### src/design/alht_pkg.sv
package alht_pkg;

  // Field widths
  localparam int KNOB_W     = 11;
  localparam int THR_W      = 11;
  localparam int ALT_W      = 18;
  localparam int CLIMB_W    = 15;
  localparam int GAIN_W     = 10;
  localparam int ERR_W      = 34;
  localparam int CFG_INDEX_W = 3;
  localparam int CFG_DATA_W  = 16;

  // Shared multiplier operand and product widths
  localparam int MUL_A_W = 36;
  localparam int MUL_B_W = 27;
  localparam int MUL_P_W = 63;

  // Knob mapping
  localparam logic [KNOB_W-1:0] KNOB_ZERO = 11'd1000;
  localparam logic [KNOB_W-1:0] KNOB_FULL = 11'd2000;
  localparam logic [GAIN_W-1:0] GAIN_MAX  = 10'd1000;

  // Error filter saturation, signed 34-bit range
  localparam logic signed [ERR_W:0] ERR_MAX = 35'sd8589934591;
  localparam logic signed [ERR_W:0] ERR_MIN = -35'sd8589934592;

  // Target scaling: y = floor(prod / 2^24), clipped to 22 bits, then
  // floor(y / 1000) through an offset that keeps the dividend positive.
  localparam logic signed [21:0] Y_MAX       = 22'sd2097151;
  localparam logic signed [21:0] Y_MIN       = -22'sd2097152;
  localparam logic signed [24:0] DIV_OFFSET  = 25'sd2098000;
  localparam logic [22:0]        RECIP_K     = 23'd4294967;
  localparam logic [22:0]        DIV_BASE    = 23'd1000;
  // 1500 us center minus the quotient offset of 2098
  localparam logic signed [13:0] TARGET_BIAS = -14'sd598;

  localparam logic [6:0] RATE_CORRECTION = 7'd1;

  typedef enum logic [CFG_INDEX_W-1:0] {
    REG_HOLD_THRESHOLD = 3'd0,
    REG_ERROR_SMOOTHING = 3'd1,
    REG_BASE_GAIN      = 3'd2,
    REG_THROTTLE_MIN   = 3'd3,
    REG_THROTTLE_MAX   = 3'd4,
    REG_SLEW_STEP      = 3'd5,
    REG_CLIMB_LIMIT    = 3'd6,
    REG_DESCENT_LIMIT  = 3'd7
  } alht_reg_t;

  typedef struct packed {
    logic [GAIN_W-1:0]         hold_threshold;
    logic [15:0]               error_smoothing;
    logic [15:0]               base_gain;
    logic [THR_W-1:0]          throttle_min;
    logic [THR_W-1:0]          throttle_max;
    logic [7:0]                slew_step;
    logic signed [CLIMB_W-1:0] climb_limit;
    logic signed [CLIMB_W-1:0] descent_limit;
  } alht_cfg_t;

  typedef struct packed {
    logic [KNOB_W-1:0]         hold_knob;
    logic [THR_W-1:0]          throttle_stick;
    logic signed [ALT_W-1:0]   altitude_cm;
    logic signed [CLIMB_W-1:0] climb_rate_cms;
    logic                      sensor_ok;
  } alht_tick_t;

  typedef struct packed {
    logic [THR_W-1:0]  throttle_out;
    logic              hold_engaged;
    logic [GAIN_W-1:0] knob_gain;
  } alht_result_t;

  typedef struct packed {
    logic engage;
  } alht_status_t;

  typedef enum logic [3:0] {
    ST_IDLE,
    ST_PREP,
    ST_MUL_GAIN,
    ST_MUL_SMOOTH,
    ST_FILTER,
    ST_MUL_TARGET,
    ST_SCALE,
    ST_MUL_RECIP,
    ST_CORRECT,
    ST_TARGET,
    ST_SLEW,
    ST_COMMIT
  } alht_state_t;

  typedef enum logic [3:0] {
    OP_NONE,
    OP_LOAD,
    OP_PREP,
    OP_MUL_GAIN,
    OP_MUL_SMOOTH,
    OP_FILTER,
    OP_MUL_TARGET,
    OP_SCALE,
    OP_MUL_RECIP,
    OP_CORRECT,
    OP_TARGET,
    OP_SLEW,
    OP_COMMIT
  } alht_op_t;

  // Clamp to [lo, hi]; below lo wins over above hi.
  function automatic logic [THR_W-1:0] sat_throttle(
    input logic signed [13:0] x,
    input logic [THR_W-1:0]   lo,
    input logic [THR_W-1:0]   hi
  );
    logic [THR_W-1:0] res;
    if (x < $signed({3'b000, lo})) begin
      res = lo;
    end else if (x > $signed({3'b000, hi})) begin
      res = hi;
    end else begin
      res = x[THR_W-1:0];
    end
    return res;
  endfunction

endpackage

### src/design/alht_ctrl.sv
module alht_ctrl (
  input  logic                   clk,
  input  logic                   rst,
  input  logic                   tick_valid,
  output logic                   tick_ready,
  output logic                   result_valid,
  input  logic                   result_ready,
  input  alht_pkg::alht_status_t status,
  output alht_pkg::alht_op_t     op
);
  import alht_pkg::*;

  alht_state_t state, state_next;
  logic        result_valid_next;

  always_ff @(posedge clk) begin
    if (rst) begin
      state        <= ST_IDLE;
      result_valid <= 1'b0;
    end else begin
      state        <= state_next;
      result_valid <= result_valid_next;
    end
  end

  always_comb begin
    state_next        = state;
    op                = OP_NONE;
    tick_ready        = (state == ST_IDLE);
    result_valid_next = result_valid && !result_ready;
    unique case (state)
      ST_IDLE: begin
        if (tick_valid) begin
          op         = OP_LOAD;
          state_next = ST_PREP;
        end
      end
      ST_PREP: begin
        op         = OP_PREP;
        state_next = status.engage ? ST_MUL_GAIN : ST_COMMIT;
      end
      ST_MUL_GAIN: begin
        op         = OP_MUL_GAIN;
        state_next = ST_MUL_SMOOTH;
      end
      ST_MUL_SMOOTH: begin
        op         = OP_MUL_SMOOTH;
        state_next = ST_FILTER;
      end
      ST_FILTER: begin
        op         = OP_FILTER;
        state_next = ST_MUL_TARGET;
      end
      ST_MUL_TARGET: begin
        op         = OP_MUL_TARGET;
        state_next = ST_SCALE;
      end
      ST_SCALE: begin
        op         = OP_SCALE;
        state_next = ST_MUL_RECIP;
      end
      ST_MUL_RECIP: begin
        op         = OP_MUL_RECIP;
        state_next = ST_CORRECT;
      end
      ST_CORRECT: begin
        op         = OP_CORRECT;
        state_next = ST_TARGET;
      end
      ST_TARGET: begin
        op         = OP_TARGET;
        state_next = ST_SLEW;
      end
      ST_SLEW: begin
        op         = OP_SLEW;
        state_next = ST_COMMIT;
      end
      ST_COMMIT: begin
        // hold until the output register is free or being drained
        if (!result_valid || result_ready) begin
          op                = OP_COMMIT;
          state_next        = ST_IDLE;
          result_valid_next = 1'b1;
        end
      end
      default: begin
        state_next = ST_IDLE;
      end
    endcase
  end

endmodule

### config.mk
export PLATFORM = sky130hd
export DESIGN_NAME = alht_ctrl
export DESIGN_NICKNAME = d
export VERILOG_FILES = /design/src/design/alht_pkg.sv /design/src/design/alht_ctrl.sv
export SDC_FILE = /design/constraint.sdc
export NUM_CORES = 1
export LEC_CHECK = 0
export ABC_AREA = 1
export BUFFER_PORTS_ARGS = -buffer_cell sky130_fd_sc_hd__buf_2
export CAP_MARGIN = 30
export CORE_AREA = 4 4 41 43
export CTS_BUF_LIST = sky130_fd_sc_hd__clkbuf_4 sky130_fd_sc_hd__clkbuf_8
export DETAILED_ROUTE_END_ITERATION = 10
export DIE_AREA = 0 0 45 47
export MAX_ROUTING_LAYER = met4
export PLACE_DENSITY = 0.48
export SLEW_MARGIN = 15
export SYNTH_ARGS = -nofsm -noshare
export SYNTH_HDL_FRONTEND = slang
export SYNTH_SLANG_ARGS = --single-unit
export TNS_END_PERCENT = 100
### constraint.sdc
create_clock -name clk -period 1.3 [get_ports clk]
set_clock_uncertainty 0.1 [all_clocks]
set_input_delay 0.065 -clock clk [delete_from_list [all_inputs] [get_ports clk]]
set_output_delay 0.065 -clock clk [all_outputs]
set_load 0.05 [all_outputs]
======== Yosys cells after proc, flatten, opt, wreduce, memory -nomap -nowiden ========
Cells that the tools add are included.
storage, ports and cells
  flip-flop bits (word level) ............. 5
  output and inout port bits .............. 6
  word-level logic and storage cells ...... 30
operators by class
  equal/unequal tests ..................... 13
  muxes and demuxes ....................... 9
  reduce and logical (&&, ||, !) cells .... 6
operators with widths
  cell                                            count
  case mux 4 bit (12 select lines)                2
  == test 4 x 3 -> 1 bit (second input constant)  4
  == test 4 bit (second input constant)           4
  two-way mux 4 bit                               4
  == test 4 x 2 -> 1 bit (second input constant)  2
  == test 4 x 1 -> 1 bit (second input constant)  1
  zero test 4 bit                                 1
  != test 2 bit (second input constant)           2
  two-way mux 1 bit                               3
  zero test 1 bit                                 2
  AND reduction 2 bit                             1
  logical AND 1 bit                               1
  logical OR 1 bit                                1

======== Longest topological paths before layout ========
  depth in word-level cells ............... 4
  gate-level depth with buffers ........... 7
  depth with buffers taken out ............ 7

======== Worst setup path before layout ========
No wires, ideal clock.
  path type ............................... reg-to-output
  from .................................... register result_valid
  to ...................................... output port op[2]
  data arrival time ....................... 1.716 ns
  setup slack ............................. -0.581 ns
  stages on the path, launching flop included .. 4
  path buffers ............................ 0
  cell sequence ........................... dfxtp_1 -> inv_1 -> nor2_1 -> o21ai_0
between the ends
  longest elaborated chain between the ends .. 4
ends and longest elaborated chain
  element                           line             text
  from (decl)                       alht_ctrl.sv:6   output logic result_valid,
  from (signal assigned)            alht_ctrl.sv:22  result_valid <= result_valid_next;
  zero test 1 bit                   alht_ctrl.sv:80  if (!result_valid || result_ready) begin
  logical OR 1 bit                  alht_ctrl.sv:80
  two-way mux 4 bit                 alht_ctrl.sv:80
  case mux 4 bit (12 select lines)  alht_ctrl.sv:31  unique case (state)
  to (decl)                         alht_ctrl.sv:9   output alht_pkg::alht_op_t op
No other way between the ends.

======== Worst setup path in the final report ========
  from .................................... register state[3]
  to ...................................... output port op[2]
between the ends
  longest elaborated chain between the ends .. 2
  elaborated cells on any way between the ends .. 13
  classes of those cells .................. 11 x eq/ne; 1 x mux; 1 x reduce/logical
ends and longest elaborated chain
  element                                line             text
  from (decl)                            alht_ctrl.sv:13  alht_state_t state, state_next;
  from (signal assigned)                 alht_ctrl.sv:21  state <= state_next;
  == test 4 bit (tied with other cells)  alht_ctrl.sv:31
  case mux 4 bit (12 select lines) (*)   alht_ctrl.sv:31
Every way passes the cells marked *; elsewhere a longest branch is shown, timed or not.

==> impl_metrics.ini <==
[cts]
cts_htree_levels = 1
cts_tree = built
clockBufferDepth = 2
cts-root-buf = clkbuf_4
insertion_delay_ns = 0.23
clkTransAtPathRegs_ns = 0.04
cts_num_sinks = 5
cts-buffers-inserted = 3

[timing]
clock.fmax_ghz = 0.750
setup_slack_ns = -0.0334
fin_crit_sh_pct = 103
setup_viol = 1
slew_violations = 0
worst-slew-pin-transition_ns = 0.247
rsz0062_at_grt = true
worst_hold_slack_ns = 0.0434
final.min_clock_period_ns = 1.33
hold_viol = 0
relSlewSlack_pct = 83.6

[yosys]
yosysWarnings = 0
syn_avg_cell_area_sq_um = 5.84
async_flop_share_pct = 0
synth_most_common_cell = nand2_1
ys_top_cells_by_count = nand2_1 (14), inv_1 (12), dfxtp_1 (5), nor2_1 (5)
synth_area_sq_um = 298
synth-compound-area-share_pct = 12.2
syn-num-nets = 56
synth_edf_count = 0
yosysTopAreaCell = dfxtp_1
synth_top_area_share_pct = 33.6
synth_top_family_by_area = simple AND/OR/NAND/NOR gates
ys_ff_latch = 5
synthDistinctLibCells = 12
ys_top_cells_by_area = dfxtp_1 (34%), nand2_1 (18%), inv_1 (15%)
synthXorXnorAreaFrac_pct = 0
synth_ff_type = dfxtp_1
ys_seq_area_share_pct = 33.6
synth_cells = 51
synthAdderAreaFrac_pct = 0
synth-simple-area-share_pct = 36.6
muxShareOfSynthArea_pct = 0

[global_route]
grt_pass1_wl_mm = 1.15
grt_use_total_pct = 7.60
grt_max_degree = 7
grt.overflow.total = 0
antenna_found_initial = 0
first_global_vias = 319

[final_layout]
regArea_sq_um = 111
area_growth_pct = 85.7
num_antenna_cells = 0
drive_above_1_share_pct = 56.9
num-nets-final = 78
final_area_sq_um = 553
finish.utilization_pct = 42.5
multi_input_area_sq_um = 201
layout.cells.non_filler = 87
fillers = 140

[placement]
place_inst = 77
dp_hpwl_um = 508
numPortBuffers = 10
place_congestion = 0.657
dpl_cell_area_sq_um = 393

[die]
pin_count = 11
rows = 13
fp.dieW_um = 45
initial_core_util_pct = 22.9
dieArea_sq_mm = 0.00212
coreArea_sq_mm = 0.00130
die_y_um = 47

[routing]
vias_per_cell = 4.11
routedWlPerCell_um = 8.29
dr.pass1.iters = 4
drc_errors = 0
wirelength_um = 721
num_vias = 358
drtAntennaViolNets = 0
drt_first_iter_violations = 3

[setup_path]
critPathKind = reg2out
cp-start-kind = flip-flop
crit_required_ns = 1.13
critPathArrivalTime_ns = 1.17
crit_path_end_kind = output pin
r2r_setup_slack_ns = 0
crit_fanout = 4

[job]
cap_violations = 0

[power_and_ir_drop]
p_leak_nw = 0.290
power_uw = 882
power.density_mw_per_mm2 = 1600
vdd_drop_max_v = 0.000707

[hold_path]
min_path_type = in2reg

[run_status]
violations = negative setup slack
outcome = finished, violations left
[cells in the final DEF, fill, tap and decap left out, types with 2 or more instances in the layout]
cell type / n
a21oi_1: 3
buf_2: 5
buf_4: 7
buf_6: 3
clkbuf_4: 4
dfxtp_2: 3
dfxtp_4: 2
inv_1: 12
nand2_1: 9
nand2_2: 4
nand3_1: 2
nand3_2: 2
nor2_1: 3
nor2_4: 3
o21ai_2: 2
[path summary, 6_finish.rpt]
path / depth (start not counted) / to / start
setup / recovery: 5 / op[2] / state[3]
hold / removal: 4 / result_valid / result_ready
setup reg to reg: 9 / state[2] / state[1]
hold reg to reg: 3 / state[1] / state[0]
[report_power, final]
group	switching, mW	internal, mW	total [mW]
Clock	0.0551	0.136	0.191
Combinational	0.305	0.187	0.492
Sequential	0.0210	0.178	0.199
[metrics by stage]
| step | TNS (ns) | worst slack (ns) |
|---|---|---|
| 5_1_grt | -0.231 | -0.108 |
| 3_5_place_dp | 0 | 0.0745 |
| 2_1_floorplan | 0 | 0.0395 |
| 4_1_cts | -0.0420 | -0.0420 |
| 3_3_place_gp | 0 | 0.0706 |
| 6_report | -0.0334 | -0.0334 |
[flip-flops by register name (all words and copies together), names as in the netlist]
signal,count
result_valid,1
state,4
[critical path, stage by stage (launching register included)]
cell	delay (ns)
dfxtp_2	0.34
inv_2	0.06
nor2_4	0.15
nand2_2	0.08
o21ai_2	0.12
buf_6	0.17
[cells by family (layout without fill, tap and decap cells)]
kind of cell | after synthesis | after routing
DFF | 5 | 5
buffers and inverters | 14 | 35
AOI/OAI and AO/OA | 7 | 7
and+or+nand+nor | 25 | 25
[per-layer routing]
layer	track usage [%]	wire length, um	vias up
met4	5.26	0	0
met5	-	0	-
li1	-	-	192
met2	11.9	383	10
met1	8.68	291	156
met3	1.53	45	0
[timing repair]
action                                 4_1_cts  5_1_grt
hold buffers                                 1        0
pin swaps                                    0        6
setup endpoints to repair                    4        6
setup buffers                                3        2
resized for setup                           15       15
endpoints found under the hold margin        4        0
[layout make-up]
class | instances | share of cell area [%]
Multi-Input combinational cell | 32 | 36.4
Timing Repair Buffer | 17 | 24.7
Inverter | 14 | 9.95
Tap cell | 15 | 3.39
Clock buffer | 4 | 5.43
Sequential cell | 5 | 20.1
(Power assumes the default switching activity.)
