[config.mk]
export PLATFORM = sky130hd
export DESIGN_NAME = alht_cfg_regs_flat
export DESIGN_NICKNAME = d
export VERILOG_FILES = /design/src/design/alht_pkg.sv /design/src/design/alht_if.sv /design/src/design/alht_cfg_regs.sv /design/src/flat_wrapper.sv
export SDC_FILE = /design/constraint.sdc
export NUM_CORES = 1
export LEC_CHECK = 0
export BUFFER_PORTS_ARGS = -buffer_cell sky130_fd_sc_hd__buf_4
export CAP_MARGIN = 15
export CORE_MARGIN = 10
export CORE_UTILIZATION = 53
export CTS_BUF_LIST = sky130_fd_sc_hd__clkbuf_4 sky130_fd_sc_hd__clkbuf_8
export DETAILED_ROUTE_END_ITERATION = 10
export GPL_TIMING_DRIVEN = 0
export HOLD_SLACK_MARGIN = 0.05
export PLACE_DENSITY = 0.82
export SLEW_MARGIN = 5
export SYNTH_ARGS = -nofsm -noshare
export SYNTH_HDL_FRONTEND = slang
export SYNTH_SLANG_ARGS = --single-unit
[constraint.sdc]
create_clock -name clk -period 1.9 [get_ports clk]
set_clock_uncertainty 0.2 [all_clocks]
set_input_delay 0.38 -clock clk [delete_from_list [all_inputs] [get_ports clk]]
set_output_delay 0.38 -clock clk [all_outputs]
set_load 0.01 [all_outputs]
[src/design/alht_pkg.sv]
package alht_pkg;

  // Field widths
  localparam int KNOB_W     = 11;
  localparam int THR_W      = 11;
  localparam int ALT_W      = 18;
  localparam int CLIMB_W    = 15;
  localparam int GAIN_W     = 10;
  localparam int ERR_W      = 34;
  localparam int CFG_INDEX_W = 3;
  localparam int CFG_DATA_W  = 16;

  // Shared multiplier operand and product widths
  localparam int MUL_A_W = 36;
  localparam int MUL_B_W = 27;
  localparam int MUL_P_W = 63;

  // Knob mapping
  localparam logic [KNOB_W-1:0] KNOB_ZERO = 11'd1000;
  localparam logic [KNOB_W-1:0] KNOB_FULL = 11'd2000;
  localparam logic [GAIN_W-1:0] GAIN_MAX  = 10'd1000;

  // Error filter saturation, signed 34-bit range
  localparam logic signed [ERR_W:0] ERR_MAX = 35'sd8589934591;
  localparam logic signed [ERR_W:0] ERR_MIN = -35'sd8589934592;

  // Target scaling: y = floor(prod / 2^24), clipped to 22 bits, then
  // floor(y / 1000) through an offset that keeps the dividend positive.
  localparam logic signed [21:0] Y_MAX       = 22'sd2097151;
  localparam logic signed [21:0] Y_MIN       = -22'sd2097152;
  localparam logic signed [24:0] DIV_OFFSET  = 25'sd2098000;
  localparam logic [22:0]        RECIP_K     = 23'd4294967;
  localparam logic [22:0]        DIV_BASE    = 23'd1000;
  // 1500 us center minus the quotient offset of 2098
  localparam logic signed [13:0] TARGET_BIAS = -14'sd598;

  localparam logic [6:0] RATE_CORRECTION = 7'd1;

  typedef enum logic [CFG_INDEX_W-1:0] {
    REG_HOLD_THRESHOLD = 3'd0,
    REG_ERROR_SMOOTHING = 3'd1,
    REG_BASE_GAIN      = 3'd2,
    REG_THROTTLE_MIN   = 3'd3,
    REG_THROTTLE_MAX   = 3'd4,
    REG_SLEW_STEP      = 3'd5,
    REG_CLIMB_LIMIT    = 3'd6,
    REG_DESCENT_LIMIT  = 3'd7
  } alht_reg_t;

  typedef struct packed {
    logic [GAIN_W-1:0]         hold_threshold;
    logic [15:0]               error_smoothing;
    logic [15:0]               base_gain;
    logic [THR_W-1:0]          throttle_min;
    logic [THR_W-1:0]          throttle_max;
    logic [7:0]                slew_step;
    logic signed [CLIMB_W-1:0] climb_limit;
    logic signed [CLIMB_W-1:0] descent_limit;
  } alht_cfg_t;

  typedef struct packed {
    logic [KNOB_W-1:0]         hold_knob;
    logic [THR_W-1:0]          throttle_stick;
    logic signed [ALT_W-1:0]   altitude_cm;
    logic signed [CLIMB_W-1:0] climb_rate_cms;
    logic                      sensor_ok;
  } alht_tick_t;

  typedef struct packed {
    logic [THR_W-1:0]  throttle_out;
    logic              hold_engaged;
    logic [GAIN_W-1:0] knob_gain;
  } alht_result_t;

  typedef struct packed {
    logic engage;
  } alht_status_t;

  typedef enum logic [3:0] {
    ST_IDLE,
    ST_PREP,
    ST_MUL_GAIN,
    ST_MUL_SMOOTH,
    ST_FILTER,
    ST_MUL_TARGET,
    ST_SCALE,
    ST_MUL_RECIP,
    ST_CORRECT,
    ST_TARGET,
    ST_SLEW,
    ST_COMMIT
  } alht_state_t;

  typedef enum logic [3:0] {
    OP_NONE,
    OP_LOAD,
    OP_PREP,
    OP_MUL_GAIN,
    OP_MUL_SMOOTH,
    OP_FILTER,
    OP_MUL_TARGET,
    OP_SCALE,
    OP_MUL_RECIP,
    OP_CORRECT,
    OP_TARGET,
    OP_SLEW,
    OP_COMMIT
  } alht_op_t;

  // Clamp to [lo, hi]; below lo wins over above hi.
  function automatic logic [THR_W-1:0] sat_throttle(
    input logic signed [13:0] x,
    input logic [THR_W-1:0]   lo,
    input logic [THR_W-1:0]   hi
  );
    logic [THR_W-1:0] res;
    if (x < $signed({3'b000, lo})) begin
      res = lo;
    end else if (x > $signed({3'b000, hi})) begin
      res = hi;
    end else begin
      res = x[THR_W-1:0];
    end
    return res;
  endfunction

endpackage

[src/design/alht_if.sv]


interface alht_cfg_if;
  import alht_pkg::*;

  logic                   valid;
  logic                   ready;
  logic [CFG_INDEX_W-1:0] index;
  logic [CFG_DATA_W-1:0]  data;

  modport source (
    output valid, index, data,
    input  ready
  );
  modport sink (
    input  valid, index, data,
    output ready
  );
endinterface

[src/design/alht_cfg_regs.sv]
module alht_cfg_regs (
  input  logic                 clk,
  input  logic                 rst,
  alht_cfg_if.sink             cfg,
  output alht_pkg::alht_cfg_t  regs
);
  import alht_pkg::*;

  assign cfg.ready = 1'b1;

  always_ff @(posedge clk) begin
    if (rst) begin
      regs.hold_threshold  <= 10'd500;
      regs.error_smoothing <= 16'd6554;
      regs.base_gain       <= 16'd256;
      regs.throttle_min    <= 11'd1100;
      regs.throttle_max    <= 11'd1900;
      regs.slew_step       <= 8'd2;
      regs.climb_limit     <= 15'sd200;
      regs.descent_limit   <= -15'sd200;
    end else if (cfg.valid) begin
      unique case (alht_reg_t'(cfg.index))
        REG_HOLD_THRESHOLD:  regs.hold_threshold  <= cfg.data[GAIN_W-1:0];
        REG_ERROR_SMOOTHING: regs.error_smoothing <= cfg.data[15:0];
        REG_BASE_GAIN:       regs.base_gain       <= cfg.data[15:0];
        REG_THROTTLE_MIN:    regs.throttle_min    <= cfg.data[THR_W-1:0];
        REG_THROTTLE_MAX:    regs.throttle_max    <= cfg.data[THR_W-1:0];
        REG_SLEW_STEP:       regs.slew_step       <= cfg.data[7:0];
        REG_CLIMB_LIMIT:     regs.climb_limit     <= $signed(cfg.data[CLIMB_W-1:0]);
        REG_DESCENT_LIMIT:   regs.descent_limit   <= $signed(cfg.data[CLIMB_W-1:0]);
      endcase
    end
  end

endmodule

[src/flat_wrapper.sv]
// flat-port wrapper written by rule: the top's interface ports become plain ports
module alht_cfg_regs_flat import alht_pkg::*;
  (clk, rst, regs, cfg_valid, cfg_index, cfg_data, cfg_ready);
  alht_cfg_if cfg_i ();
  input  logic clk;
  input  logic rst;
  output alht_pkg::alht_cfg_t regs;
  input wire logic [$bits(cfg_i.valid)-1:0] cfg_valid;
  input wire logic [$bits(cfg_i.index)-1:0] cfg_index;
  input wire logic [$bits(cfg_i.data)-1:0] cfg_data;
  output wire logic [$bits(cfg_i.ready)-1:0] cfg_ready;
  assign cfg_i.valid = cfg_valid;
  assign cfg_i.index = cfg_index;
  assign cfg_i.data = cfg_data;
  assign cfg_ready = cfg_i.ready;
  alht_cfg_regs u_core (.clk(clk), .rst(rst), .cfg(cfg_i), .regs(regs));
endmodule
Word-level counts from Yosys, hierarchy flattened
Cells that the tools add are included.
{"block": "totals", "reg_bits": 102, "out_inout_bits": 103, "in_bits": 22}
{"block": "classes", "reduce_logical": 9, "eq_ne": 7}
{"cell": "$reduce_and A2 Y1", "n": 8}
{"cell": "$eq A3 B3 Y1 const B", "n": 4}
{"cell": "$eq A3 B2 Y1 const B", "n": 2}
{"cell": "$eq A3 B1 Y1 const B", "n": 1}
{"cell": "$logic_not A3 Y1", "n": 1}

Depth between registers and ports, before layout
Gate-level depths: netlist of run 1.
{"block": "depth", "depth_word": 2, "ltp_mapped": 5}

Worst setup path after synthesis of run 1
Ideal clock, no wire load.
{"block": "synth_timing", "path_kind": "input -> register", "start": "input port cfg_index[0]", "end": "register, netlist name u_core.regs[100]", "slack_ns": 0.276, "stages": 4, "setup_time_ns": 0.129, "required_ns": 1.571, "arrival_time_ns": 1.295, "cell_sequence": "buf_2 > or4b_4 > buf_6 > mux2i_1"}
{"block": "synth_between", "elab_chain_len": 2}
{"item": "start, declared", "line_no": "flat_wrapper.sv:9", "rtl": "input wire logic [$bits(cfg_i.index)-1:0] cfg_index;"}
{"item": "$logic_not A3 Y1", "line_no": "alht_cfg_regs.sv:22", "rtl": "unique case (alht_reg_t'(cfg.index))"}
{"item": "$reduce_and A2 Y1 (no source line)"}
No other way between the ends.
A chain may end at the register's enable or synchronous reset.

Worst setup path after layout of run 1
{"block": "layout_timing", "start": "input port cfg_index[0]", "end": "register, netlist name u_core.regs[73]"}
{"block": "layout_between", "elab_chain_len": 2}
{"item": "$eq A3 B2 Y1", "line_no": "alht_cfg_regs.sv:22"}
{"item": "$reduce_and A2 Y1 (no source line)"}
No other way between the ends.

==> impl_table.tex, run 1 <==
\begin{tabular}{lr}
\hline
Metric & Value \\
\hline
\multicolumn{2}{l}{\textbf{Status}} \\
Result of the run & completed \\
\multicolumn{2}{l}{\textbf{STA}} \\
Final number of max-transition violations & 0 \\
Tmin final & 1.54 ns \\
Worst max-slew margin expressed relative to the limit & 64.5\% \\
Final-report setup violation count & 0 \\
Crit share post-route & 80.9\% \\
Total Neg Setup Slack & 0 ns \\
Final-report hold violation count & 0 \\
Worst hold slack & 0.0950 ns \\
Fmax & 650 MHz \\
Transition time at the pin with the least slew margin & 0.532 ns \\
Unrepaired setup endpoints after global routing & no \\
\multicolumn{2}{l}{\textbf{Layout}} \\
Largest registers & u\_core.regs (102) \\
Most flops, register & u\_core.regs \\
Top library cells by usage in the layout, fill and taps aside & buf\_4 (126), mux2i\_1 (102), dfxtp\_1 (102) \\
Area grow syn2layout & 31.2\% \\
Inserted Diodes & 0 \\
Count of nets after finishing & 536 \\
Fin cells & 618 \\
Commonest non-fill, non-tap cell in the layout & buf\_4 \\
Number of flip-flops under the largest register name & 102 \\
Share of cells above drive strength 1 & 30.8\% \\
\multicolumn{2}{l}{\textbf{Placement}} \\
Detail Placement HPWL & 8750 um \\
Number of I/O port buffers & 123 \\
Weighted congestion reported at the end of routability-driven placement & 0.770 \\
Placed Cells incl. Taps & 602 \\
\multicolumn{2}{l}{\textbf{Setup path}} \\
Arr. time, crit path & 1.62 ns \\
Launch point of the critical path & cfg\_index[0] \\
Slack of the worst reg-to-reg path & 1.02 ns \\
Critical Path RT & 1.98 ns \\
Kind of launch point of the worst setup path & primary input \\
Maximum cell stage delay along the critical path & 0.28 ns \\
Critical path fanouts, max & 10 \\
Library cell appearing most often on the critical path & buf\_4 \\
Critical path type & primary input to register \\
Crit path capture type & register \\
Reg2reg start & u\_core.regs[22] \\
Ordered list of cells on the worst path & buf\_4 -> buf\_2 -> nor4bb\_1 -> buf\_4 -> buf\_6 -> mux2i\_1 \\
Slowest-stage cell, CP & nor4bb\_1 \\
\multicolumn{2}{l}{\textbf{CTS}} \\
Hold-fix buffer count after cts & 0 \\
Deepest clock path buffer count & 2 \\
Clock latency on the worst-skew pair & 0.36 ns \\
Count of cells resized by post-cts repair & 0 \\
Total CTS buffers & 9 \\
Clock tree from TritonCTS & yes \\
Clock sink total & 102 \\
Number of setup buffers added after CTS & 0 \\
Cell at the root of the clock tree & clkbuf\_8 \\
CTS H-Tree Depth & 3 \\
Clock-pin transition on the worst setup and hold timing paths & 0.10 ns \\
\multicolumn{2}{l}{\textbf{Route}} \\
Routed wire length & 11400 um \\
Pre-antenna DRT Iters & 4 \\
Post-detailed-route wirelength per cell & 18.4 um \\
Total number of vias & 3101 \\
Vias per cell & 5.02 \\
Remaining DRCs & 0 \\
First DRT Iteration DRCs & 73 \\
Number of nets with antenna violations after detailed routing & 0 \\
\multicolumn{2}{l}{\textbf{Global routing}} \\
Pin count of the biggest net entering global routing & 17 \\
Remaining global-route overflow & 0 \\
Antenna violations before repair & 0 \\
Tot GR Track Use & 19.5\% \\
Vias in the first global route & 3272 \\
Wire length of the first global-routing pass & 17600 um \\
\multicolumn{2}{l}{\textbf{Logic synthesis}} \\
Sequential area share after synthesis & 50.6\% \\
Synth unique cells & 16 \\
Synth Register Bits & 102 \\
Mean instance size in the synthesized netlist & 10.6 sq um \\
Number of warnings printed during yosys synthesis & 0 \\
Post-synth design cell area & 4040 sq um \\
Instance count of the mapped netlist & 380 \\
Mapped Nets & 402 \\
\multicolumn{2}{l}{\textbf{Floorplan}} \\
Starting density of the core & 55.1\% \\
Die height & 107 um \\
Core outline area & 7330 sq um \\
Top Ports & 125 \\
Standard-cell row count & 31 \\
Die Footprint & 11500 sq um \\
Die Span X & 107 um \\
\multicolumn{2}{l}{\textbf{Hold path}} \\
Critical hold path startpoint & cfg\_data[12] \\
HP Class & primary input to register \\
\multicolumn{2}{l}{\textbf{Power and ir drop}} \\
Pleak & 0.00263 uW \\
Total Power & 4030 uW \\
Peak VDD IR & 0.436 mV \\
Pwr Density & 760 nW/um\^{}2 \\
\multicolumn{2}{l}{\textbf{Run}} \\
Number of max-cap violations & 0 \\
\hline
\end{tabular}
[metrics by stage]
step / util, % / setup WS (ns) / instance area (sq um)
after floorplan: - / 0.276 / 4040
after global placement: 69.4 / 0.0556 / 5090
after detailed placement: 69.4 / 0.00321 / 5090
after CTS: 72.3 / 0.376 / 5300
after global routing: 72.3 / 0.266 / 5300
final: 72.3 / 0.362 / 5300
[worst paths after layout]
path,end,cells past startpoint
worst max-delay path,u_core.regs[73],6
worst min-delay path,u_core.regs[12],3
worst max register to register,u_core.regs[22],2
worst min register to register,u_core.regs[71],2
[routing by layer]
metal / GRT usage, % / wire, um / vias to the layer above
li1: - / - / 1514
met1: 22.6 / 4880 / 1480
met2: 31.9 / 5320 / 91
met3: 7.43 / 998 / 16
met4: 7.25 / 204 / 0
met5: 0 / 0 / -
[cell families (layout without fill, tap and decap cells)]
family	Yosys count	count (layout)	share of synthesized area [%]
other cells	1	1	0.0928
buf+inv	32	171	4.24
mux	102	102	25.3
simple gates	143	143	19.8
flops	102	102	50.6
[synthesized netlist by cell type (all sizes together)]
master | number | area, sq um
mux2i | 102 | 1020
nor4bb | 1 | 10.0
clkbuf | 12 | 45.0
and4 | 1 | 8.76
and4b | 2 | 20.0
nand4bb | 2 | 22.5
nor2 | 53 | 199
nand2b | 79 | 494
nand4 | 1 | 6.26
dfxtp | 102 | 2040
nand4b | 3 | 26.3
buf | 20 | 126
or4b | 1 | 13.8
conb | 1 | 3.75
[worst max-delay path: cells and delay by family]
| family | cells | cell delay (ns) |
|---|---|---|
| muxes | 1 | 0.23 |
| buffers and inverters | 4 | 0.71 |
| and+or+nand+nor | 1 | 0.28 |
[area by class of cell]
type | count | area (sq um)
Sequential cell | 102 | 2040
Fill cell | 550 | 2030
Timing Repair Buffer | 123 | 923
Tap cell | 99 | 124
Clock buffer | 12 | 159
Multi-Input combinational cell | 246 | 1830
Clock inverter | 4 | 55.1
Buffer | 32 | 171
[report_power, final]
| part | internal, uW | switching, uW |
|---|---|---|
| clock | 701 | 726 |
| sequential | 2180 | 27.1 |
| combinational | 185 | 205 |
(Power assumes the default switching activity.)
==> run 2, diff against run 1 <==
--- a/config.mk
+++ b/config.mk
@@ -5,15 +5,16 @@
 export SDC_FILE = /design/constraint.sdc
 export NUM_CORES = 1
 export LEC_CHECK = 0
+export ABC_AREA = 1
 export BUFFER_PORTS_ARGS = -buffer_cell sky130_fd_sc_hd__buf_4
 export CAP_MARGIN = 15
 export CORE_MARGIN = 10
-export CORE_UTILIZATION = 53
+export CORE_UTILIZATION = 47
 export CTS_BUF_LIST = sky130_fd_sc_hd__clkbuf_4 sky130_fd_sc_hd__clkbuf_8
 export DETAILED_ROUTE_END_ITERATION = 10
 export GPL_TIMING_DRIVEN = 0
 export HOLD_SLACK_MARGIN = 0.05
-export PLACE_DENSITY = 0.82
+export PLACE_DENSITY = 0.77
 export SLEW_MARGIN = 5
 export SYNTH_ARGS = -nofsm -noshare
 export SYNTH_HDL_FRONTEND = slang
==> constraint.sdc (replaced) <==
create_clock -name clk -period 1.4 [get_ports clk]
set_clock_uncertainty 0.2 [all_clocks]
set_input_delay 0.28 -clock clk [delete_from_list [all_inputs] [get_ports clk]]
set_output_delay 0.28 -clock clk [all_outputs]
set_load 0.01 [all_outputs]
==> impl_table.tex, run 2 <==
\begin{tabular}{lr}
\hline
Metric & Value \\
\hline
\multicolumn{2}{l}{\textbf{Status}} \\
Result of the run & completed \\
\multicolumn{2}{l}{\textbf{STA}} \\
Final number of max-transition violations & 0 (unchanged) \\
Final-report setup violation count & 0 (unchanged) \\
Crit share post-route & 99.6\% \\
Worst hold slack & 0.150 ns (+0.0546 ns) \\
Fmax & 718 MHz \\
Setup slack after layout & 0.00627 ns (-0.356 ns) \\
Transition time at the pin with the least slew margin & 0.515 ns (-0.0169 ns) \\
Unrepaired setup endpoints after global routing & no \\
Final-report hold violation count & 0 (unchanged) \\
Tmin final & 1.39 ns \\
Worst max-slew margin expressed relative to the limit & 65.7\% (+1.1 points) \\
\multicolumn{2}{l}{\textbf{Logic synthesis}} \\
Post-synth EDFFs & 0 (unchanged) \\
Dominant register cell in the synthesized netlist & dfxtp\_1 \\
Most frequent cell after synthesis & nand2\_1 \\
Mean instance size in the synthesized netlist & 7.22 sq um (-32\%) \\
Sequential area share after synthesis & 51.5\% (+0.94 points) \\
Cell taking the most area after synthesis & dfxtp\_1 \\
Post-synth design cell area & 3970 sq um (-1.8\%) \\
Number of warnings printed during yosys synthesis & 0 (unchanged) \\
Commonest cells in the synthesized netlist & nand2\_1 (154), nor2\_1 (129), dfxtp\_1 (102) \\
Asr flop ratio synth & 0\% (unchanged) \\
Synth unique cells & 16 (unchanged) \\
Instance count of the mapped netlist & 549 (+44\%) \\
Synth top area share & 51.5\% (+0.94 points) \\
Mapped Nets & 571 (+42\%) \\
Cells taking the most area after synthesis & dfxtp\_1 (51\%), nand2\_1 (15\%), nand3\_1 (12\%) \\
Synth Register Bits & 102 (unchanged) \\
\multicolumn{2}{l}{\textbf{CTS}} \\
Cell at the root of the clock tree & clkbuf\_8 \\
Number of setup buffers added after CTS & 0 (unchanged) \\
CTS H-Tree Depth & 3 (unchanged) \\
Clock sink total & 102 (unchanged) \\
Clock-pin transition on the worst setup and hold timing paths & 0.10 ns (about the same) \\
Total CTS buffers & 9 (unchanged) \\
Clock latency on the worst-skew pair & 0.37 ns (about the same) \\
Deepest clock path buffer count & 2 (unchanged) \\
Clock tree from TritonCTS & yes \\
\multicolumn{2}{l}{\textbf{Floorplan}} \\
Die Footprint & 12500 sq um (+8.7\%) \\
Top Ports & 125 (unchanged) \\
Die height & 112 um (+4.2\%) \\
Starting density of the core & 48.3\% (-6.8 points) \\
Die Span X & 112 um (+4.2\%) \\
Standard-cell row count & 33 (+6.5\%) \\
Core outline area & 8220 sq um (+12\%) \\
\multicolumn{2}{l}{\textbf{Layout}} \\
Number of flip-flops under the largest register name & 102 (unchanged) \\
Commonest non-fill, non-tap cell in the layout & nand2\_1 \\
Top library cells by usage in the layout, fill and taps aside & nand2\_1 (154), buf\_4 (131), nor2\_1 (129) \\
Multi-input gate area in the final layout & 1650 sq um (-9.5\%) \\
Most flops, register & u\_core.regs \\
Area grow syn2layout & 35.7\% \\
Share of cells above drive strength 1 & 26.1\% (-4.8 points) \\
FF+latch area & 2040 sq um (about the same) \\
Fin cells & 807 (+31\%) \\
Inserted Diodes & 0 (unchanged) \\
Count of nets after finishing & 720 (+34\%) \\
Largest registers & u\_core.regs (102) \\
Number of fill cells & 761 (+38\%) \\
Final core area utilization & 65.5\% (-6.8 points) \\
\multicolumn{2}{l}{\textbf{Route}} \\
Total number of vias & 4091 (+32\%) \\
Remaining DRCs & 0 (unchanged) \\
Total routed wire length on the met1 layer & 5090 um (+4.3\%) \\
Top layer reached by signal wires & met4 \\
Vias per cell & 5.07 (+1.0\%) \\
Routed wire length & 12900 um (+14\%) \\
Pre-antenna DRT Iters & 5 (+1) \\
Number of nets with antenna violations after detailed routing & 0 (unchanged) \\
Post-detailed-route wirelength per cell & 16.0 um (-13\%) \\
First DRT Iteration DRCs & 192 (+160\%) \\
Routed length on met3 & 1230 um (+23\%) \\
Routed length on met2 & 6250 um (+18\%) \\
\multicolumn{2}{l}{\textbf{Global routing}} \\
Tot GR Track Use & 20.2\% (+0.65 points) \\
Wire length of the first global-routing pass & 20700 um (+18\%) \\
Antenna violations before repair & 0 (unchanged) \\
Pin count of the biggest net entering global routing & 18 (+1) \\
Remaining global-route overflow & 0 (unchanged) \\
Vias in the first global route & 4101 (+25\%) \\
\multicolumn{2}{l}{\textbf{Setup path}} \\
Critical path type & primary input to register \\
Critical Path RT & 1.47 ns (-0.51 ns) \\
Critical path fanouts, max & 6 (-4) \\
Slack of the worst reg-to-reg path & 0.60 ns (-0.42 ns) \\
Crit path capture type & register \\
Kind of launch point of the worst setup path & primary input \\
Arr. time, crit path & 1.47 ns (-0.15 ns) \\
\multicolumn{2}{l}{\textbf{Power and ir drop}} \\
Pwr Density & 1060 nW/um\^{}2 (+39\%) \\
Peak VDD IR & 0.662 mV (+52\%) \\
Pleak & 0.00261 uW (-0.95\%) \\
\multicolumn{2}{l}{\textbf{Placement}} \\
Weighted congestion reported at the end of routability-driven placement & 0.923 (+20\%) \\
Number of I/O port buffers & 123 (unchanged) \\
Placed Cells incl. Taps & 777 (+29\%) \\
Worst slack at placement & -0.374 ns (-0.377 ns) \\
Detail Placement HPWL & 9920 um (+13\%) \\
\multicolumn{2}{l}{\textbf{Hold path}} \\
HP Class & primary input to register \\
\multicolumn{2}{l}{\textbf{Run}} \\
Number of max-cap violations & 0 (unchanged) \\
\hline
\end{tabular}
==> run 2: cell count changes after synthesis, sizes merged, moves of 3 or more <==
cell,change
nand4b,-3
clkbuf,-5
nand2b,-79
nor2,+85
mux2i,-102
nand2,+157
inv,+23
nand3,+97
==> run 2: per-layer routing <==
| metal | GRT usage, % | up-vias |
|---|---|---|
| li1 | - | 2006 |
| met1 | 22.6 | 1888 |
| met2 | 33.9 | 171 |
| met3 | 7.62 | 26 |
| met4 | 7.54 | 0 |
| met5 | 0 | - |
==> run 2: power breakdown <==
group	internal (uW)	switching, uW	total (uW)	leakage, uW
sequential	3000	58.2	3060	0.000830
clock	833	1020	1850	0.0000965
combinational	328	456	785	0.00168
==> run 2: worst paths after layout <==
| check | startpoint | cells after the start | end |
|---|---|---|---|
| max | cfg_data[1] | 6 | u_core.regs[39] |
| min | cfg_index[1] | 5 | u_core.regs[76] |
| max reg2reg | u_core.regs[36] | 2 | u_core.regs[36] |
| min reg2reg | u_core.regs[5] | 2 | u_core.regs[5] |
==> run 2: logic make-up after synthesis <==
group | count (synthesis) | share of synthesized area (%)
AND/OR/NAND/NOR | 392 | 41.4
flip-flops | 102 | 51.5
buffers and inverters | 53 | 6.85
AO/OA/AOI/OAI | 1 | 0.126
other | 1 | 0.0946
==> run 2: final cells by class <==
| cell class | instances | share of cell area (%) |
|---|---|---|
| buffer | 29 | 3.47 |
| clock buffer | 9 | 2.30 |
| clock inverter | 6 | 1.28 |
| inverter | 24 | 1.88 |
| multi-input combinational | 394 | 30.7 |
| sequential | 102 | 38.0 |
| tap | 105 | 2.44 |
| timing repair buffer | 138 | 20.0 |
==> run 2: what timing repair did <==
item,CTS,global route
hold endpoints to repair,40,0
resized for setup,0,12
hold buffers,15,0
endpoints found under the setup margin,0,41
==> run 2: through the flow <==
stage | TNS [ns] | instance area [sq um] | total power [uW]
3_5_place_dp | -20.34 | 5020 | 3870
3_3_place_gp | -17.01 | 5020 | 3850
2_1_floorplan | 0 | 3970 | 3510
6_report | 0 | 5380 | 5700
4_1_cts | 0 | 5360 | 5730
5_1_grt | 0 | 5380 | 5960
==> run 2: worst max-delay path, cell delays in order <==
cell,delay [ns]
dlygate4sd3_1,0.55
buf_4,0.15
inv_1,0.21
nand3_1,0.14
nand2_1,0.10
nor2_1,0.04
==> run 3, diff against run 2 <==
--- a/config.mk
+++ b/config.mk
@@ -9,12 +9,12 @@
 export BUFFER_PORTS_ARGS = -buffer_cell sky130_fd_sc_hd__buf_4
 export CAP_MARGIN = 15
 export CORE_MARGIN = 10
-export CORE_UTILIZATION = 47
-export CTS_BUF_LIST = sky130_fd_sc_hd__clkbuf_4 sky130_fd_sc_hd__clkbuf_8
+export CORE_UTILIZATION = 46
 export DETAILED_ROUTE_END_ITERATION = 10
 export GPL_TIMING_DRIVEN = 0
 export HOLD_SLACK_MARGIN = 0.05
-export PLACE_DENSITY = 0.77
+export PLACE_DENSITY = 0.76
+export REMOVE_ABC_BUFFERS = 1
 export SLEW_MARGIN = 5
 export SYNTH_ARGS = -nofsm -noshare
 export SYNTH_HDL_FRONTEND = slang
==> impl_table.tex, run 3 (synthesis results as in run 2) <==
\begin{tabular}{lr}
\hline
Metric & Value \\
\hline
\multicolumn{2}{l}{\textbf{STA}} \\
Worst hold slack & 0.116 ns (-0.0334 ns) \\
Worst max-slew margin expressed relative to the limit & 55.1\% (-11 points) \\
Final-report hold violation count & 0 (unchanged) \\
Crit share post-route & 98.3\% (-1.2 points) \\
Transition time at the pin with the least slew margin & 0.672 ns (+0.157 ns) \\
Fmax & 727 MHz (+1.3\%) \\
Final number of max-transition violations & 0 (unchanged) \\
Unrepaired setup endpoints after global routing & yes \\
Tmin final & 1.38 ns (-0.0175 ns) \\
Final-report setup violation count & 0 (unchanged) \\
\multicolumn{2}{l}{\textbf{Floorplan}} \\
Core outline area & 8300 sq um (+1.0\%) \\
Die Footprint & 12700 sq um (+1.8\%) \\
Standard-cell row count & 33 (unchanged) \\
Starting density of the core & 47.8\% (-0.48 points) \\
Die height & 113 um (+0.89\%) \\
Top Ports & 125 (unchanged) \\
Die Span X & 113 um (+0.89\%) \\
\multicolumn{2}{l}{\textbf{Placement}} \\
Placed Cells incl. Taps & 749 (-3.6\%) \\
Weighted congestion reported at the end of routability-driven placement & 0.806 (-13\%) \\
Number of I/O port buffers & 123 (unchanged) \\
Detail Placement HPWL & 8440 um (-15\%) \\
\multicolumn{2}{l}{\textbf{CTS}} \\
Clock latency on the worst-skew pair & 0.35 ns (-0.02 ns) \\
Clock-pin transition on the worst setup and hold timing paths & 0.10 ns (about the same) \\
Total CTS buffers & 9 (unchanged) \\
CTS H-Tree Depth & 3 (unchanged) \\
Cell at the root of the clock tree & clkbuf\_8 \\
Clock sink total & 102 (unchanged) \\
Clock tree from TritonCTS & yes \\
Deepest clock path buffer count & 2 (unchanged) \\
\multicolumn{2}{l}{\textbf{Layout}} \\
Top library cells by usage in the layout, fill and taps aside & nand2\_1 (154), nor2\_1 (126), buf\_4 (123) \\
Share of cells above drive strength 1 & 24.1\% (-2.0 points) \\
FF+latch area & 2040 sq um (about the same) \\
Number of fill cells & 745 (-2.1\%) \\
Number of flip-flops under the largest register name & 102 (unchanged) \\
Area grow syn2layout & 33.9\% \\
Commonest non-fill, non-tap cell in the layout & nand2\_1 \\
Fin cells & 781 (-3.2\%) \\
Multi-input gate area in the final layout & 1690 sq um (+2.0\%) \\
Count of nets after finishing & 693 (-3.8\%) \\
Inserted Diodes & 0 (unchanged) \\
Most flops, register & u\_core.regs \\
Largest registers & u\_core.regs (102) \\
\multicolumn{2}{l}{\textbf{Setup path}} \\
Critical Path RT & 1.44 ns (-0.03 ns) \\
Critical path type & primary input to register \\
Arr. time, crit path & 1.41 ns (-0.06 ns) \\
Kind of launch point of the worst setup path & primary input \\
Crit path capture type & register \\
Critical path fanouts, max & 20 (+14) \\
\multicolumn{2}{l}{\textbf{Power and ir drop}} \\
Flop pwr share & 50.7\% (-3.0 points) \\
Combinational fraction of design power & 12.5\% (-1.3 points) \\
Pwr Density & 1140 nW/um\^{}2 (+7.4\%) \\
Clock share of power & 36.9\% (+4.4 points) \\
Peak VDD IR & 0.569 mV (-14\%) \\
Internal power summed over all cells & 4550 uW (+9.2\%) \\
Net switching share of the total power & 24.7\% (-2.2 points) \\
Pleak & 0.00252 uW (-3.4\%) \\
P\_sw & 1490 uW (-2.8\%) \\
\multicolumn{2}{l}{\textbf{Global routing}} \\
Pin count of the biggest net entering global routing & 61 (+43) \\
Antenna violations before repair & 0 (unchanged) \\
Tot GR Track Use & 18.5\% (-1.7 points) \\
Vias in the first global route & 3750 (-8.6\%) \\
Wire length of the first global-routing pass & 19200 um (-7.2\%) \\
Remaining global-route overflow & 0 (unchanged) \\
\multicolumn{2}{l}{\textbf{Route}} \\
Pre-antenna DRT Iters & 4 (-1) \\
Post-detailed-route wirelength per cell & 15.7 um (-2.2\%) \\
Vias per cell & 4.96 (-2.2\%) \\
Total number of vias & 3873 (-5.3\%) \\
First DRT Iteration DRCs & 203 (+5.7\%) \\
Number of nets with antenna violations after detailed routing & 0 (unchanged) \\
Routed wire length & 12200 um (-5.4\%) \\
Remaining DRCs & 0 (unchanged) \\
\multicolumn{2}{l}{\textbf{Status}} \\
Result of the run & completed \\
\multicolumn{2}{l}{\textbf{Hold path}} \\
HP Class & primary input to register \\
\multicolumn{2}{l}{\textbf{Run}} \\
Number of max-cap violations & 0 (unchanged) \\
\hline
\end{tabular}
## run 3: worst max-delay path, cell delays in order
cell,delay (ns)
buf_4,0.10
inv_1,0.10
nor2_4,0.43
nand2_1,0.28
nand2_1,0.13
nand3_1,0.09
## run 3: timing repair
action / CTS / global route
pin swaps: 1 / 1
buffers inserted: 0 / 0
gates resized for setup: 5 / 6
setup endpoints to repair: 81 / 39
gates cloned: 1 / 0
hold endpoints to repair: 41 / 0
hold buffers: 15 / 0
## run 3: power groups by stage
| stage | Combinational [uW] | Sequential (uW) | Clock [uW] |
|---|---|---|---|
| 4_1_cts | 754 | 3060 | 2270 |
| 3_5_place_dp | 708 | 3130 | 0 |
| 6_report | 754 | 3060 | 2230 |
| 3_3_place_gp | 702 | 3120 | 0 |
| 5_1_grt | 831 | 3070 | 2380 |
| 2_1_floorplan | 314 | 3170 | 0 |
## run 3: layer usage
layer	vias to the layer above	track usage [%]	routed length, um
li1	1949	-	-
met1	1778	21.8	4970
met2	132	29.5	5820
met3	14	8.56	1290
met4	0	5.08	163
met5	-	0	0
## run 3: cell type report
type	count	share of cell area (%)
clock buffer	11	2.66
multi-input combinational	395	31.7
clock inverter	5	2.00
tap	105	2.47
sequential	102	38.5
timing repair buffer	139	20.6
inverter	24	2.05
## run 3: through the flow
stage | setup slack (ns) | instance area (sq um) | total power, uW | setup TNS, ns | util [%]
global placement | -2.10 | 4840 | 3820 | -170.92 | 58.3
floorplan | -1.02 | 3780 | 3480 | -85.12 | -
finish | 0.0238 | 5310 | 6040 | 0 | 64.0
detailed placement | -0.798 | 4870 | 3830 | -53.53 | 58.7
global route | -0.0485 | 5310 | 6280 | -0.336 | 64.0
CTS | 0.0149 | 5290 | 6080 | 0 | 63.8
## run 3: worst paths after layout
path                                     start               to  slack [ns]  cells after the start
worst max register to register  u_core.regs[6]   u_core.regs[6]        0.55                      2
worst min register to register  u_core.regs[4]   u_core.regs[4]        0.27                      2
worst max-delay path                 cfg_valid  u_core.regs[87]        0.02                      6
worst min-delay path                       rst  u_core.regs[55]        0.12                      3
